$ cat config.mk
export PLATFORM = sky130hd
export DESIGN_NAME = motor_feedforward_voltage_unit
export DESIGN_NICKNAME = d
export VERILOG_FILES = /design/src/ffv_pkg.sv /design/src/ffv_cfg_regs.sv /design/src/ffv_datapath.sv /design/src/ffv_out_stage.sv /design/src/motor_feedforward_voltage_unit.sv
export SDC_FILE = /design/constraint.sdc
export NUM_CORES = 2
export LEC_CHECK = 0
export BUFFER_PORTS_ARGS = -buffer_cell sky130_fd_sc_hd__buf_2
export CORE_MARGIN = 2
export CORE_UTILIZATION = 51
export CTS_CLUSTER_DIAMETER = 40
export CTS_CLUSTER_SIZE = 12
export DETAILED_ROUTE_END_ITERATION = 6
export PLACE_DENSITY = 0.66
export SYNTH_ARGS = -nofsm -noshare
export SYNTH_HDL_FRONTEND = slang
export SYNTH_SLANG_ARGS = --single-unit
$ cat constraint.sdc
create_clock -name aclk -period 21.4 [get_ports aclk]
set_input_delay 2.14 -clock aclk [delete_from_list [all_inputs] [get_ports aclk]]
set_output_delay 2.14 -clock aclk [all_outputs]
set_load 0.01 [all_outputs]
$ cat src/ffv_pkg.sv
// ----------------------------------------------------------------------------
// ffv_pkg
// Shared widths, register indexes, selector codes and types for the
// motor feedforward voltage unit.
// ----------------------------------------------------------------------------
`default_nettype none

package ffv_pkg;

    // Field widths
    localparam int ACTION_W       = 2;
    localparam int VEL_W          = 17;
    localparam int ACC_W          = 20;
    localparam int VOLT_W         = 15;
    localparam int SPEED_GAIN_W   = 16;
    localparam int BIAS_W         = 14;
    localparam int ACCEL_GAIN_W   = 16;
    localparam int LIMIT_W        = 14;

    // Configuration port
    localparam int CFG_IDX_W      = 3;
    localparam int CFG_DATA_W     = 16;

    // Defaults for the top-level parameters
    localparam int BLEND_LOW_MMPS_DEF  = 0;
    localparam int BLEND_HIGH_MMPS_DEF = 120;
    localparam int FRAC_BITS_DEF       = 4;

    localparam logic [LIMIT_W-1:0] VOLTAGE_LIMIT_RST = 14'd6000;

    // Register indexes
    localparam logic [CFG_IDX_W-1:0] REG_SPEED_GAIN_LEFT  = 3'd0;
    localparam logic [CFG_IDX_W-1:0] REG_SPEED_GAIN_RIGHT = 3'd1;
    localparam logic [CFG_IDX_W-1:0] REG_START_BIAS_LEFT  = 3'd2;
    localparam logic [CFG_IDX_W-1:0] REG_START_BIAS_RIGHT = 3'd3;
    localparam logic [CFG_IDX_W-1:0] REG_RUN_BIAS_LEFT    = 3'd4;
    localparam logic [CFG_IDX_W-1:0] REG_RUN_BIAS_RIGHT   = 3'd5;
    localparam logic [CFG_IDX_W-1:0] REG_ACCEL_GAIN       = 3'd6;
    localparam logic [CFG_IDX_W-1:0] REG_VOLTAGE_LIMIT    = 3'd7;

    // Wheel selector codes; the spare code also averages both wheels
    localparam logic [ACTION_W-1:0] ACT_LEFT    = 2'd0;
    localparam logic [ACTION_W-1:0] ACT_RIGHT   = 2'd1;
    localparam logic [ACTION_W-1:0] ACT_AVERAGE = 2'd2;
    localparam logic [ACTION_W-1:0] ACT_SPARE   = 2'd3;

    typedef struct packed {
        logic        [SPEED_GAIN_W-1:0] speed_gain_left;
        logic        [SPEED_GAIN_W-1:0] speed_gain_right;
        logic signed [BIAS_W-1:0]       start_bias_left;
        logic signed [BIAS_W-1:0]       start_bias_right;
        logic signed [BIAS_W-1:0]       run_bias_left;
        logic signed [BIAS_W-1:0]       run_bias_right;
        logic signed [ACCEL_GAIN_W-1:0] accel_gain;
        logic        [LIMIT_W-1:0]      voltage_limit;
    } ffv_cfg_t;

    typedef struct packed {
        logic signed [VOLT_W-1:0] voltage_mv;
        logic                     saturated;
    } ffv_result_t;

endpackage

`default_nettype wire

$ cat src/ffv_cfg_regs.sv
// ----------------------------------------------------------------------------
// ffv_cfg_regs
// Configuration register file: decodes writes by index, holds gains,
// biases and the voltage limit.
// ----------------------------------------------------------------------------
`default_nettype none

module ffv_cfg_regs import ffv_pkg::*; (
    input  wire logic                  aclk,
    input  wire logic                  aresetn,
    input  wire logic                  cfg_we,
    input  wire logic [CFG_IDX_W-1:0]  cfg_addr,
    input  wire logic [CFG_DATA_W-1:0] cfg_wdata,
    output ffv_cfg_t                   cfg
);

    localparam ffv_cfg_t CFG_RST = '{
        speed_gain_left:  '0,
        speed_gain_right: '0,
        start_bias_left:  '0,
        start_bias_right: '0,
        run_bias_left:    '0,
        run_bias_right:   '0,
        accel_gain:       '0,
        voltage_limit:    VOLTAGE_LIMIT_RST
    };

    ffv_cfg_t cfg_reg;
    ffv_cfg_t cfg_next;

    always_comb begin
        cfg_next = cfg_reg;
        if (cfg_we) begin
            unique case (cfg_addr)
                REG_SPEED_GAIN_LEFT:  cfg_next.speed_gain_left  = cfg_wdata[SPEED_GAIN_W-1:0];
                REG_SPEED_GAIN_RIGHT: cfg_next.speed_gain_right = cfg_wdata[SPEED_GAIN_W-1:0];
                REG_START_BIAS_LEFT:  cfg_next.start_bias_left  = cfg_wdata[BIAS_W-1:0];
                REG_START_BIAS_RIGHT: cfg_next.start_bias_right = cfg_wdata[BIAS_W-1:0];
                REG_RUN_BIAS_LEFT:    cfg_next.run_bias_left    = cfg_wdata[BIAS_W-1:0];
                REG_RUN_BIAS_RIGHT:   cfg_next.run_bias_right   = cfg_wdata[BIAS_W-1:0];
                REG_ACCEL_GAIN:       cfg_next.accel_gain       = cfg_wdata[ACCEL_GAIN_W-1:0];
                REG_VOLTAGE_LIMIT:    cfg_next.voltage_limit    = cfg_wdata[LIMIT_W-1:0];
                default: ;
            endcase
        end
    end

    always_ff @(posedge aclk) begin
        if (!aresetn) begin
            cfg_reg <= CFG_RST;
        end else begin
            cfg_reg <= cfg_next;
        end
    end

    assign cfg = cfg_reg;

endmodule

`default_nettype wire

$ cat src/ffv_datapath.sv
// ----------------------------------------------------------------------------
// ffv_datapath
// Six-stage feedforward pipeline: decode/select, gain products, span
// scaling, signed sum, saturation check, reciprocal rounding divide.
// ----------------------------------------------------------------------------
`default_nettype none

module ffv_datapath import ffv_pkg::*; #(
    parameter int BLEND_LOW_MMPS  = BLEND_LOW_MMPS_DEF,
    parameter int BLEND_HIGH_MMPS = BLEND_HIGH_MMPS_DEF,
    parameter int FRAC_BITS       = FRAC_BITS_DEF
) (
    input  wire logic                       aclk,
    input  wire logic                       aresetn,
    input  wire logic                       en,
    input  wire logic                       in_valid,
    input  wire logic [ACTION_W-1:0]        in_action,
    input  wire logic signed [VEL_W-1:0]    in_velocity,
    input  wire logic signed [ACC_W-1:0]    in_acceleration,
    input  wire ffv_cfg_t                   cfg,
    output logic                            out_valid,
    output ffv_result_t                     out_result
);

    // Common denominator q = 200 * scale * span; the rounding divide by 2q
    // is a shift by the power-of-two part and a multiply by the reciprocal of DIV_C.
    localparam longint SCALE  = longint'(1) << FRAC_BITS;
    localparam bit     BANDED = BLEND_HIGH_MMPS > BLEND_LOW_MMPS;
    localparam longint SPAN   = BANDED ?
                                longint'(BLEND_HIGH_MMPS - BLEND_LOW_MMPS) * SCALE : 1;
    localparam longint LO_RAW = longint'(BLEND_LOW_MMPS) * SCALE;
    localparam longint Q      = 200 * SCALE * SPAN;
    localparam int     SHIFT  = BANDED ? 4 + 2 * FRAC_BITS : 4 + FRAC_BITS;
    localparam longint DIV_C  = (2 * Q) >> SHIFT;
    localparam int     CB     = $clog2(DIV_C + 1);
    localparam int     YW     = LIMIT_W + CB;
    localparam int     K      = LIMIT_W + 2 * CB;
    localparam longint RECIP  = ((longint'(1) << K) + DIV_C - 1) / DIV_C;
    localparam int     RW     = $clog2(RECIP + 1);
    localparam int     PW     = YW + RW;

    localparam int SPAN_W = $clog2(SPAN + 1);
    localparam int NUM_W  = SPAN_W;
    localparam int S2_W   = BIAS_W + 1;
    localparam int DIFF_W = BIAS_W + 2;
    localparam int G2_W   = SPEED_GAIN_W + 1;
    localparam int VABS_W = VEL_W;
    localparam int AABS_W = ACC_W;
    localparam int PB_W   = DIFF_W + NUM_W + 1;
    localparam int PS_W   = G2_W + VABS_W;
    localparam int PA_W   = ACCEL_GAIN_W + ACC_W;
    localparam int BS_W   = S2_W + SPAN_W + 1;
    localparam int ST_W   = PS_W + SPAN_W;
    localparam int AT_W   = PA_W + SPAN_W + 2;
    localparam int N_W    = PA_W + SPAN_W + 4;
    localparam int Q_W    = $clog2(Q + 1);
    localparam int LQ_W   = LIMIT_W + Q_W;
    localparam int CMP_W  = (N_W > LQ_W) ? N_W : LQ_W;
    localparam int XW     = N_W + 2;

    localparam logic signed [BS_W-1:0] BS_SPAN  = BS_W'(SPAN);
    localparam logic signed [AT_W-1:0] AT_MUL   = AT_W'(2 * SPAN);
    localparam logic signed [N_W-1:0]  BIAS_MUL = N_W'(100 * SCALE);

    // ---------------- stage 1: direction, wheel select, blend fraction
    logic                     dir_v, dir_a;
    logic [VABS_W-1:0]        vabs_c;
    logic [AABS_W-1:0]        aabs_c;
    logic signed [VEL_W:0]    vneg_c;
    logic signed [ACC_W:0]    aneg_c;
    logic        [SPEED_GAIN_W-1:0] g_a, g_b;
    logic signed [BIAS_W-1:0] sb_a, sb_b, rb_a, rb_b;
    logic signed [S2_W-1:0]   s2_next, r2_c;
    logic signed [DIFF_W-1:0] diff_next;
    logic [G2_W-1:0]          g2_next;
    logic [NUM_W-1:0]         num_next;
    logic                     zero1_next, neg1_next;

    always_comb begin
        vneg_c = -(VEL_W + 1)'(in_velocity);
        aneg_c = -(ACC_W + 1)'(in_acceleration);
        vabs_c = in_velocity[VEL_W-1] ? vneg_c[VEL_W-1:0] : in_velocity[VEL_W-1:0];
        aabs_c = in_acceleration[ACC_W-1] ? aneg_c[ACC_W-1:0] : in_acceleration[ACC_W-1:0];
        dir_v  = longint'(vabs_c) >= SCALE;
        dir_a  = longint'(aabs_c) >= SCALE;
        zero1_next = !dir_v && !dir_a;
        neg1_next  = dir_v ? in_velocity[VEL_W-1] : in_acceleration[ACC_W-1];

        // doubled values: each wheel counts twice, average adds both once
        case (in_action)
            ACT_LEFT: begin
                g_a = cfg.speed_gain_left;  g_b = cfg.speed_gain_left;
                sb_a = cfg.start_bias_left; sb_b = cfg.start_bias_left;
                rb_a = cfg.run_bias_left;   rb_b = cfg.run_bias_left;
            end
            ACT_RIGHT: begin
                g_a = cfg.speed_gain_right;  g_b = cfg.speed_gain_right;
                sb_a = cfg.start_bias_right; sb_b = cfg.start_bias_right;
                rb_a = cfg.run_bias_right;   rb_b = cfg.run_bias_right;
            end
            default: begin
                g_a = cfg.speed_gain_left;  g_b = cfg.speed_gain_right;
                sb_a = cfg.start_bias_left; sb_b = cfg.start_bias_right;
                rb_a = cfg.run_bias_left;   rb_b = cfg.run_bias_right;
            end
        endcase
        g2_next   = G2_W'(g_a) + G2_W'(g_b);
        s2_next   = S2_W'(sb_a) + S2_W'(sb_b);
        r2_c      = S2_W'(rb_a) + S2_W'(rb_b);
        diff_next = DIFF_W'(r2_c) - DIFF_W'(s2_next);

        if (BANDED) begin
            if (longint'(vabs_c) <= LO_RAW) begin
                num_next = '0;
            end else if (longint'(vabs_c) - LO_RAW >= SPAN) begin
                num_next = NUM_W'(SPAN);
            end else begin
                num_next = NUM_W'(longint'(vabs_c) - LO_RAW);
            end
        end else begin
            num_next = (longint'(vabs_c) >= LO_RAW) ? NUM_W'(1) : '0;
        end
    end

    logic                     v1_reg, zero1_reg, neg1_reg;
    logic [VABS_W-1:0]        vabs1_reg;
    logic signed [ACC_W-1:0]  acc1_reg;
    logic signed [S2_W-1:0]   s2_1_reg;
    logic signed [DIFF_W-1:0] diff1_reg;
    logic [G2_W-1:0]          g2_1_reg;
    logic [NUM_W-1:0]         num1_reg;

    // ---------------- stage 2: gain products
    logic signed [PB_W-1:0] pb2_next;
    logic [PS_W-1:0]        ps2_next;
    logic signed [PA_W-1:0] pa2_next;

    always_comb begin
        pb2_next = PB_W'(diff1_reg) * PB_W'($signed({1'b0, num1_reg}));
        ps2_next = PS_W'(g2_1_reg) * PS_W'(vabs1_reg);
        pa2_next = PA_W'(cfg.accel_gain) * PA_W'(acc1_reg);
    end

    logic                   v2_reg, zero2_reg, neg2_reg;
    logic signed [S2_W-1:0] s2_2_reg;
    logic signed [PB_W-1:0] pb2_reg;
    logic [PS_W-1:0]        ps2_reg;
    logic signed [PA_W-1:0] pa2_reg;

    // ---------------- stage 3: bring every term onto the span denominator
    logic signed [BS_W-1:0] bs3_next;
    logic [ST_W-1:0]        st3_next;
    logic signed [AT_W-1:0] at3_next;

    always_comb begin
        bs3_next = BS_W'(s2_2_reg) * BS_SPAN + BS_W'(pb2_reg);
        st3_next = ST_W'(ps2_reg) * ST_W'(SPAN);
        at3_next = AT_W'(pa2_reg) * AT_MUL;
    end

    logic                   v3_reg, zero3_reg, neg3_reg;
    logic signed [BS_W-1:0] bs3_reg;
    logic [ST_W-1:0]        st3_reg;
    logic signed [AT_W-1:0] at3_reg;

    // ---------------- stage 4: signed numerator
    logic signed [N_W-1:0] mag_sum_c;
    logic signed [N_W-1:0] n4_next;

    always_comb begin
        mag_sum_c = N_W'(bs3_reg) * BIAS_MUL + $signed(N_W'(st3_reg));
        n4_next   = (neg3_reg ? -mag_sum_c : mag_sum_c) + N_W'(at3_reg);
    end

    logic                  v4_reg, zero4_reg;
    logic signed [N_W-1:0] n4_reg;

    // ---------------- stage 5: magnitude, limit check, pre-shift
    logic [N_W-1:0]  mag_c;
    logic [XW-1:0]   x_c;
    logic [YW-1:0]   y5_next;
    logic            sat5_next;
    logic [LQ_W-1:0] limit_q_reg;

    always_comb begin
        mag_c     = n4_reg[N_W-1] ? N_W'(-n4_reg) : N_W'(n4_reg);
        sat5_next = CMP_W'(mag_c) > CMP_W'(limit_q_reg);
        x_c       = XW'({mag_c, 1'b0}) + XW'(Q);
        y5_next   = YW'(x_c >> SHIFT);
    end

    logic            v5_reg, zero5_reg, neg5_reg, sat5_reg;
    logic [YW-1:0]   y5_reg;

    // ---------------- stage 6: reciprocal multiply
    logic [PW-1:0] prod6_next;
    assign prod6_next = PW'(y5_reg) * PW'(RECIP);

    logic          v6_reg, zero6_reg, neg6_reg, sat6_reg;
    logic [PW-1:0] prod6_reg;

    always_ff @(posedge aclk) begin
        if (!aresetn) begin
            v1_reg <= 1'b0;
            v2_reg <= 1'b0;
            v3_reg <= 1'b0;
            v4_reg <= 1'b0;
            v5_reg <= 1'b0;
            v6_reg <= 1'b0;
        end else if (en) begin
            v1_reg <= in_valid;
            v2_reg <= v1_reg;
            v3_reg <= v2_reg;
            v4_reg <= v3_reg;
            v5_reg <= v4_reg;
            v6_reg <= v5_reg;
        end
    end

    always_ff @(posedge aclk) begin
        limit_q_reg <= LQ_W'(cfg.voltage_limit) * LQ_W'(Q);
        if (en) begin
            zero1_reg <= zero1_next;
            neg1_reg  <= neg1_next;
            vabs1_reg <= vabs_c;
            acc1_reg  <= in_acceleration;
            s2_1_reg  <= s2_next;
            diff1_reg <= diff_next;
            g2_1_reg  <= g2_next;
            num1_reg  <= num_next;

            zero2_reg <= zero1_reg;
            neg2_reg  <= neg1_reg;
            s2_2_reg  <= s2_1_reg;
            pb2_reg   <= pb2_next;
            ps2_reg   <= ps2_next;
            pa2_reg   <= pa2_next;

            zero3_reg <= zero2_reg;
            neg3_reg  <= neg2_reg;
            bs3_reg   <= bs3_next;
            st3_reg   <= st3_next;
            at3_reg   <= at3_next;

            zero4_reg <= zero3_reg;
            n4_reg    <= n4_next;

            zero5_reg <= zero4_reg;
            neg5_reg  <= n4_reg[N_W-1];
            sat5_reg  <= sat5_next;
            y5_reg    <= y5_next;

            zero6_reg <= zero5_reg;
            neg6_reg  <= neg5_reg;
            sat6_reg  <= sat5_reg;
            prod6_reg <= prod6_next;
        end
    end

    // ---------------- result select
    logic [LIMIT_W-1:0] res_c;

    always_comb begin
        res_c = sat6_reg ? cfg.voltage_limit : prod6_reg[K +: LIMIT_W];
        if (zero6_reg) begin
            out_result.voltage_mv = '0;
        end else if (neg6_reg) begin
            out_result.voltage_mv = -VOLT_W'(res_c);
        end else begin
            out_result.voltage_mv = VOLT_W'(res_c);
        end
        out_result.saturated = sat6_reg && !zero6_reg;
    end

    assign out_valid = v6_reg;

endmodule

`default_nettype wire

$ cat src/ffv_out_stage.sv
// ----------------------------------------------------------------------------
// ffv_out_stage
// Output register plus one skid entry; the pipeline stalls only when
// the skid entry is occupied.
// ----------------------------------------------------------------------------
`default_nettype none

module ffv_out_stage import ffv_pkg::*; (
    input  wire logic  aclk,
    input  wire logic  aresetn,
    input  wire logic  in_valid,
    input  wire ffv_result_t in_result,
    output logic       pipe_en,
    output logic       m_valid,
    input  wire logic  m_ready,
    output ffv_result_t m_result
);

    logic        out_valid_reg, out_valid_next;
    logic        skid_valid_reg, skid_valid_next;
    ffv_result_t out_reg, out_next;
    ffv_result_t skid_reg, skid_next;
    logic        push, out_fire;

    assign pipe_en  = !skid_valid_reg;
    assign push     = pipe_en && in_valid;
    assign out_fire = out_valid_reg && m_ready;

    always_comb begin
        out_valid_next  = out_valid_reg;
        skid_valid_next = skid_valid_reg;
        out_next        = out_reg;
        skid_next       = skid_reg;
        if (skid_valid_reg) begin
            if (out_fire) begin
                out_next        = skid_reg;
                skid_valid_next = 1'b0;
            end
        end else if (push) begin
            if (!out_valid_reg || out_fire) begin
                out_next       = in_result;
                out_valid_next = 1'b1;
            end else begin
                skid_next       = in_result;
                skid_valid_next = 1'b1;
            end
        end else if (out_fire) begin
            out_valid_next = 1'b0;
        end
    end

    always_ff @(posedge aclk) begin
        if (!aresetn) begin
            out_valid_reg  <= 1'b0;
            skid_valid_reg <= 1'b0;
        end else begin
            out_valid_reg  <= out_valid_next;
            skid_valid_reg <= skid_valid_next;
        end
    end

    always_ff @(posedge aclk) begin
        out_reg  <= out_next;
        skid_reg <= skid_next;
    end

    assign m_valid  = out_valid_reg;
    assign m_result = out_reg;

endmodule

`default_nettype wire

$ cat src/motor_feedforward_voltage_unit.sv
// ----------------------------------------------------------------------------
// motor_feedforward_voltage_unit
// Feedforward motor command in mV from target velocity and acceleration,
// with start/run bias blend, rounding and clamping to the voltage limit.
// ----------------------------------------------------------------------------
//
//  Port group   Direction  Handshake          Carries
//  s_*          in         s_valid / s_ready  action, velocity, acceleration
//  m_*          out        m_valid / m_ready  voltage_mv, saturated
//  cfg_*        in         cfg_we             register index and write data
//
//  One item per cycle while s_ready is high; each accepted item passes the
//  six pipeline stages and then the output register before m_valid.
//  The output register has one skid entry behind it; s_ready drops only
//  when that entry is full, and all stages hold together while it is.
//  Synchronous reset clears all valid bits and loads the register defaults.
// ----------------------------------------------------------------------------
`default_nettype none

module motor_feedforward_voltage_unit import ffv_pkg::*; #(
    parameter int BLEND_LOW_MMPS  = BLEND_LOW_MMPS_DEF,
    parameter int BLEND_HIGH_MMPS = BLEND_HIGH_MMPS_DEF,
    parameter int FRAC_BITS       = FRAC_BITS_DEF
) (
    input  wire logic                     aclk,
    input  wire logic                     aresetn,

    input  wire logic                     s_valid,
    output logic                          s_ready,
    input  wire logic [ACTION_W-1:0]      s_action,
    input  wire logic signed [VEL_W-1:0]  s_velocity,
    input  wire logic signed [ACC_W-1:0]  s_acceleration,

    output logic                          m_valid,
    input  wire logic                     m_ready,
    output logic signed [VOLT_W-1:0]      m_voltage_mv,
    output logic                          m_saturated,

    input  wire logic                     cfg_we,
    input  wire logic [CFG_IDX_W-1:0]     cfg_addr,
    input  wire logic [CFG_DATA_W-1:0]    cfg_wdata
);

    ffv_cfg_t    cfg;
    ffv_result_t pipe_result;
    ffv_result_t out_result;
    logic        pipe_valid;
    logic        pipe_en;

    ffv_cfg_regs u_cfg (
        .aclk      (aclk),
        .aresetn   (aresetn),
        .cfg_we    (cfg_we),
        .cfg_addr  (cfg_addr),
        .cfg_wdata (cfg_wdata),
        .cfg       (cfg)
    );

    ffv_datapath #(
        .BLEND_LOW_MMPS  (BLEND_LOW_MMPS),
        .BLEND_HIGH_MMPS (BLEND_HIGH_MMPS),
        .FRAC_BITS       (FRAC_BITS)
    ) u_dp (
        .aclk            (aclk),
        .aresetn         (aresetn),
        .en              (pipe_en),
        .in_valid        (s_valid),
        .in_action       (s_action),
        .in_velocity     (s_velocity),
        .in_acceleration (s_acceleration),
        .cfg             (cfg),
        .out_valid       (pipe_valid),
        .out_result      (pipe_result)
    );

    ffv_out_stage u_out (
        .aclk      (aclk),
        .aresetn   (aresetn),
        .in_valid  (pipe_valid),
        .in_result (pipe_result),
        .pipe_en   (pipe_en),
        .m_valid   (m_valid),
        .m_ready   (m_ready),
        .m_result  (out_result)
    );

    assign s_ready      = pipe_en;
    assign m_voltage_mv = out_result.voltage_mv;
    assign m_saturated  = out_result.saturated;

    // skid entry is only ever filled behind a held output item
    a_skid_behind_out: assert property (@(posedge aclk) disable iff (!aresetn)
        !s_ready |-> m_valid)
        else $error("skid occupied while output register empty");

    // a full skid entry stays full until the output item is taken
    a_skid_holds: assert property (@(posedge aclk) disable iff (!aresetn)
        (!s_ready && !(m_valid && m_ready)) |=> !s_ready)
        else $error("skid entry dropped without output transfer");

    // the pipeline restarts only after an output transfer
    a_restart_on_fire: assert property (@(posedge aclk) disable iff (!aresetn)
        $rose(s_ready) |-> $past(m_valid && m_ready))
        else $error("pipeline restarted without output transfer");

endmodule

`default_nettype wire

Word level (Yosys, flattened, before mapping)
Index checks and enable logic that the tools add are counted.
{"block": "classes", "add_sub_neg": 13, "n_mul": 9, "div": 0, "order_cmp": 5, "n_eq_ne": 10, "n_shift": 0, "n_mux": 26, "bitwise": 2, "reduce_logical": 27}
{"op": "$mux W51", "n": 2}
{"op": "$neg A51 Y51", "n": 2}
{"op": "$mux W16", "n": 6}
{"op": "$mux W14", "n": 5}
{"op": "$mul A26 B27 Y52 const B", "n": 1}
{"op": "$add A51 B46 Y51", "n": 1}
{"op": "$add A51 B49 Y51", "n": 1}
{"op": "$gt A51 B37 Y1", "n": 1}
{"op": "$mul A36 B5 Y41 const B", "n": 1}
{"op": "$add A38 B23 Y38 const B", "n": 1}
{"op": "$mul A34 B4 Y38 const B", "n": 1}
{"op": "$mul A16 B20 Y36", "n": 1}
{"op": "$mul A17 B17 Y34", "n": 1}
{"op": "$mul A27 B6 Y33 const B", "n": 1}
{"op": "$add A14 B14 Y15", "n": 2}
{"op": "$mux W15", "n": 2}
{"op": "$add A27 B27 Y27", "n": 1}
{"op": "$mul A16 B12 Y27", "n": 1}
{"op": "$mul A14 B9 Y23 const B", "n": 1}
{"op": "$ge A20 B5 Y1 const B", "n": 1}
{"op": "$mul A15 B5 Y20 const B", "n": 1}
{"op": "$mux W20", "n": 1}
{"op": "$neg A20 Y20", "n": 1}
{"op": "$add A16 B16 Y17", "n": 1}
{"op": "24 further kinds", "n": 55}
{"block": "totals", "ff_bits": 637, "latch_bits": 0, "mem_bits_rw": 0, "rom_bits": 0, "inputBits": 63, "out_inout_bits": 18, "word_cells": 143, "n_memories": 0}

Depth between registers and ports, before layout
{"block": "depth", "ltp_word": 7, "mapped_depth": 42, "ltp_nobuf": 42}

Modules after synthesis
From an unflattened synthesis, not the netlist that was laid out.
{"block": "unflattened", "hier_cells": 8337, "hier_area_um2": 82894.5}
{"mod": "ffv_datapath", "instances": 1, "cells_each": 7854, "area_each_um2": 77259.1, "seq_area_each_um2": 12952.4}
{"mod": "ffv_cfg_regs", "instances": 1, "cells_each": 419, "area_each_um2": 4359.2, "seq_area_each_um2": 2362.3}
{"mod": "ffv_out_stage", "instances": 1, "cells_each": 64, "area_each_um2": 1276.2, "seq_area_each_um2": 1001.0}

Worst setup path before layout
OpenSTA, ideal clock, no wires.
{"block": "synth_timing", "path_type": "reg-to-reg", "from": "register u_out.skid_valid_reg", "to": "register u_out.skid_reg[0] (netlist name), enable pin", "setup_ns": 0.413, "arrival_ns": 10.548, "required_time_ns": 20.987, "path_slack_ns": 10.439, "stages_incl_launch_ff": 4, "path_buffers": 0, "synth_period_minus_slack_ns": 10.961, "path_cell_list": "dfxtp_1 > inv_1 > nand2_1 > nor3b_1"}
{"block": "synth_via", "elab_chain_cells": 3, "word_cells_on_any_way": 4, "cone_classes": "bitwise: 1; reduce/logical: 3"}
{"item": "from (decl)", "line": "ffv_out_stage.sv:20", "text": "logic skid_valid_reg, skid_valid_next;"}
{"item": "from (signal assigned)", "line": "ffv_out_stage.sv:58", "text": "skid_valid_reg <= skid_valid_next;"}
{"item": "$logic_not A1 Y1", "line": "ffv_out_stage.sv:25", "text": "assign pipe_en = !skid_valid_reg;"}
{"item": "net s_ready", "line": "motor_feedforward_voltage_unit.sv:29", "text": "output logic s_ready,"}
{"item": "$logic_and A1 B1 Y1", "line": "ffv_out_stage.sv:26", "text": "assign push = pipe_en && in_valid;"}
{"item": "$reduce_and A3 Y1 (no source line)"}
{"item": "to (signal assigned)", "line": "ffv_out_stage.sv:64", "text": "skid_reg <= skid_next;"}
{"item": "to (decl)", "line": "ffv_out_stage.sv:22", "text": "ffv_result_t skid_reg, skid_next;"}
The timed path passes the listed nets, and every way through them passes these cells.
A chain may end at the register's enable or synchronous reset.

Final worst setup path
{"block": "layout_timing", "from": "register u_dp.bs3_reg[2]", "to": "register u_dp.n4_reg[50], data pin"}
{"block": "layout_via", "elab_chain_cells": 5}
{"item": "from (decl)", "line": "ffv_datapath.sv:162", "text": "logic signed [BS_W-1:0] bs3_reg;"}
{"item": "from (signal assigned)", "line": "ffv_datapath.sv:241", "text": "bs3_reg <= bs3_next;"}
{"item": "$mul A27 B6 Y33 (*)", "line": "ffv_datapath.sv:171", "text": "mag_sum_c = N_W'(bs3_reg) * BIAS_MUL + $signed(N_W'(st3_reg));"}
{"item": "$add A51 B46 Y51 (*)", "line": "ffv_datapath.sv:171"}
{"item": "$neg A51 Y51", "line": "ffv_datapath.sv:172", "text": "n4_next = (neg3_reg ? -mag_sum_c : mag_sum_c) + N_W'(at3_reg);"}
{"item": "$mux W51 (*)", "line": "ffv_datapath.sv:172"}
{"item": "$add A51 B49 Y51 (*)", "line": "ffv_datapath.sv:172"}
{"item": "net u_dp.n4_next[50]", "line": "ffv_datapath.sv:168", "text": "logic signed [N_W-1:0] n4_next;"}
{"item": "to (signal assigned)", "line": "ffv_datapath.sv:246", "text": "n4_reg <= n4_next;"}
{"item": "to (decl)", "line": "ffv_datapath.sv:176", "text": "logic signed [N_W-1:0] n4_reg;"}
Mark *: on every way through the listed nets, which the timed path passes. The rest lies on a longest branch.

==> flow_summary.yaml <==
drt:
  vias_per_inst: 5.42
  detail_route.iter0.violations: 3570
  first_pass_iteration_count_of_the_detailed_router: 5
  postRouteWirelength_um: 197000
  dr_total_vias: 58644
  post_drt_wl_per_cell_um: 18.2
  total_drc_errors_in_the_routed_layout: 0
  route.antenna.remaining_nets: 0
clocking:
  cts.sink_count: 593
  cts.hold.buffers_added: 0
  cts_tree: "done"
  ctsRootBufferMaster: "sky130_fd_sc_hd__clkbuf_16"
  worstSkewPairLatency_ns: 0.73
  path_clk_slew_ns: 0.06
  post_cts_resize_count: 0
  post-cts-setup-buffer-count: 0
  tritoncts.num_buffers: 93
  cts-root-to-sink-buffers: 3
  htree_levels: 3
critical_path:
  worst_ep_required_time_ns: 21.85
  critPathSlowestCell: "sky130_fd_sc_hd__or4b_2"
  path_max_fanout: 6
  ff2ff_path_depth: 37
  critPathCaptureType: "flip-flop"
  cp-start-kind: "flip-flop"
  crit_path_max_incr_delay_ns: 0.58
  arr_time_crit_path_ns: 10.92
  path_class: "reg -> reg"
  cell_type_group_with_the_largest_total_delay_on_the_critical_path: "compound AO/OA/AOI/OAI gates"
  cpMostUsedCell: "sky130_fd_sc_hd__ha_1"
  sum_of_buffers_and_inverters_on_the_critical_path: 1
  path_depth: 37
synthesis:
  top_area_cell_type_share_of_the_netlist_area_pct: 29.1
  synth-simple-area-share_pct: 12.2
  muxShareOfSynthArea_pct: 1.65
  synth_xor_xnor_area_share_pct: 4.75
  synthesis.area_um2: 83600
  synth-seq-cells: 593
  post_synth_num_cell_types: 85
  synth.largest_area_cell: "sky130_fd_sc_hd__fa_1"
  postSynth.topFlopCell: "sky130_fd_sc_hd__edfxtp_1"
  mapped_nets: 10862
  synthTopCellsByArea: "sky130_fd_sc_hd__fa_1 (29%), sky130_fd_sc_hd__edfxtp_1 (16%), sky130_fd_sc_hd__ha_1 (15%)"
  synth_compound_gate_area_share_pct: 9.40
  async_reset_ff_share_pct: 0
  fraction_of_the_mapped_netlist_area_in_adder_cells_pct: 44.1
  synth_edf_count: 444
  synth_warnings: 0
  synth_top_family_by_area: "adder cells"
  synth.avg_cell_area_um2: 9.73
  cells_after_synth: 8585
  synth.yosys.seq_area_share_pct: 19.5
sta:
  final.setup.tns_ns: 0
  grt_setup_unrepaired: "false"
  worstMarginPinSlew_ns: 1.16
  timing.final.crit_period_ns: 10.47
  fin_worst_hold_slack_ns: 0.418
  share_of_the_cycle_needed_by_the_critical_path_after_routing_pct: 48.9
  achievable-frequency_mhz: 95.5
  maxSlewViolCount: 0
  setup_viol: 0
  finClkSkew_ns: 0.0316
  maxSlewHeadroom_pct: 22.2
  timing_hold_violations_final: 0
global_route:
  met3_usage_pct: 4.22
  grt_overflow: 0
  antenna_violations_before_repair: 2
  grt_pass1_wl_um: 322000
  grt_use_met2_pct: 39.4
  grt_max_degree: 93
  grt_busiest_layer: "met2"
  first_global_vias: 60619
  use_met1_pct: 33.1
  grt_use_total_pct: 24.1
cells_and_area:
  n_antenna_cell: 0
  largest_register_ffs: 118
  layout.filler_cells: 14312
  num-nets-final: 10840
  most_common_cell_after_layout_fill_and_taps_aside: "sky130_fd_sc_hd__inv_1"
  drive_gt1_share_pct: 4.65
  top_library_cells_by_usage_in_the_layout_fill_and_taps_aside: "sky130_fd_sc_hd__inv_1 (1634), sky130_fd_sc_hd__fa_1 (1215), sky130_fd_sc_hd__ha_1 (999)"
  flow.area_growth_from_synthesis_pct: 6.92
job:
  timing.max_cap.violations: 0
floorplanning:
  initial_utilization_pct: 51.3
  design.portCount: 81
  die_width_um: 409
  coreArea_um2: 163000
  floorplan.die.height_um: 409
  floorplan_die_area_um2: 167000
  num_rows: 148
min_path:
  whs_path_depth: 0
  timing.hold.worst.class: "reg -> reg"
placed_design:
  io_buffers: 80
  globalplace.congestion: 0.897
  place_hpwl_um: 158000
run_status:
  status: "complete, no violations"
## through the flow
step / std cells / util [%] / setup WS [ns] / instance area, um^2
2_1_floorplan: 8585 / - / 10.44 / 83600
3_3_place_gp: 10643 / 52.9 / 11.18 / 86100
3_5_place_dp: 10643 / 52.9 / 11.10 / 86100
4_1_cts: 10816 / 54.9 / 10.97 / 89300
5_1_grt: 10816 / 54.9 / 10.19 / 89300
6_report: 10816 / 54.9 / 10.93 / 89300
## worst reg2reg max path: cells and delay by family (launching register included)
family	cells	cell delay, ns
adders and majority gates	7	2.21
DFF	1	0.47
xor gates and xnor gates	3	0.40
buffers and inverters	1	0.07
and+or+nand+nor	9	2.90
AOI/OAI and AO/OA	17	4.15
## cell type report
cell class	instances	area, um^2	share of cell area [%]
clock inverter	63	773	0.865
timing repair buffer	119	696	0.779
inverter	1635	6140	6.88
multi-input combinational	6121	60200	67.4
sequential	593	16300	18.3
tap	2175	2720	3.05
clock buffer	110	2470	2.77
## cell usage after synthesis (9+ instances only)
master / count
sky130_fd_sc_hd__nand3b_1: 11
sky130_fd_sc_hd__a21boi_0: 141
sky130_fd_sc_hd__a21o_1: 146
sky130_fd_sc_hd__inv_1: 1635
sky130_fd_sc_hd__o31ai_1: 42
sky130_fd_sc_hd__and3_1: 40
sky130_fd_sc_hd__o211ai_1: 23
sky130_fd_sc_hd__or4_1: 18
sky130_fd_sc_hd__nor2b_1: 69
sky130_fd_sc_hd__mux2_2: 67
sky130_fd_sc_hd__nand3_1: 89
sky130_fd_sc_hd__a211o_1: 12
sky130_fd_sc_hd__nor2_1: 283
sky130_fd_sc_hd__clkbuf_2: 13
sky130_fd_sc_hd__a22oi_1: 9
sky130_fd_sc_hd__dfxtp_1: 149
sky130_fd_sc_hd__nor3_1: 94
sky130_fd_sc_hd__xnor2_1: 336
sky130_fd_sc_hd__a31o_2: 11
sky130_fd_sc_hd__mux2i_1: 62
sky130_fd_sc_hd__a31oi_1: 37
sky130_fd_sc_hd__fa_1: 1215
sky130_fd_sc_hd__o21a_1: 47
sky130_fd_sc_hd__nand2b_1: 75
sky130_fd_sc_hd__xor2_1: 117
sky130_fd_sc_hd__or3_1: 33
sky130_fd_sc_hd__o21ai_0: 225
sky130_fd_sc_hd__a2111oi_0: 9
sky130_fd_sc_hd__clkbuf_1: 216
sky130_fd_sc_hd__or2_2: 27
sky130_fd_sc_hd__nor4b_1: 9
sky130_fd_sc_hd__o21bai_1: 59
sky130_fd_sc_hd__ha_1: 999
sky130_fd_sc_hd__nor4_1: 24
sky130_fd_sc_hd__nand2_1: 938
sky130_fd_sc_hd__nand4_1: 33
sky130_fd_sc_hd__edfxtp_1: 444
sky130_fd_sc_hd__o41ai_1: 17
sky130_fd_sc_hd__a211oi_1: 26
sky130_fd_sc_hd__a21oi_1: 311
sky130_fd_sc_hd__and2_1: 338
## kinds of logic (layout without fill, tap and decap cells)
group	after synthesis	count (layout)
buffers and inverters	1871	1927
AND/OR/NAND/NOR	2121	2121
multiplexers	129	129
adder cells (fa/ha/maj)	2214	2214
XOR/XNOR	453	453
AO/OA/AOI/OAI	1204	1204
flip-flops	593	593
## per-layer routing
metal  share of wire [%]  up-vias
li1                    -    27724
met1                  44    29219
met2                  47     1435
met3                 6.2      266
met4                 2.7        0
met5                   0        -
## worst paths after layout
kind | startpoint | end | slack [ns]
setup / recovery | u_dp.bs3_reg[2] | u_dp.n4_reg[50] | 10.93
setup reg to reg | u_dp.bs3_reg[2] | u_dp.n4_reg[50] | 10.93
hold / removal | u_dp.s2_1_reg[2] | u_dp.s2_2_reg[2] | 0.42
hold reg to reg | u_dp.s2_1_reg[2] | u_dp.s2_2_reg[2] | 0.42
Power is left out: the tool's default activity adds up to more than one toggle a clock period on the data nets, which glitch-free logic cannot reach.
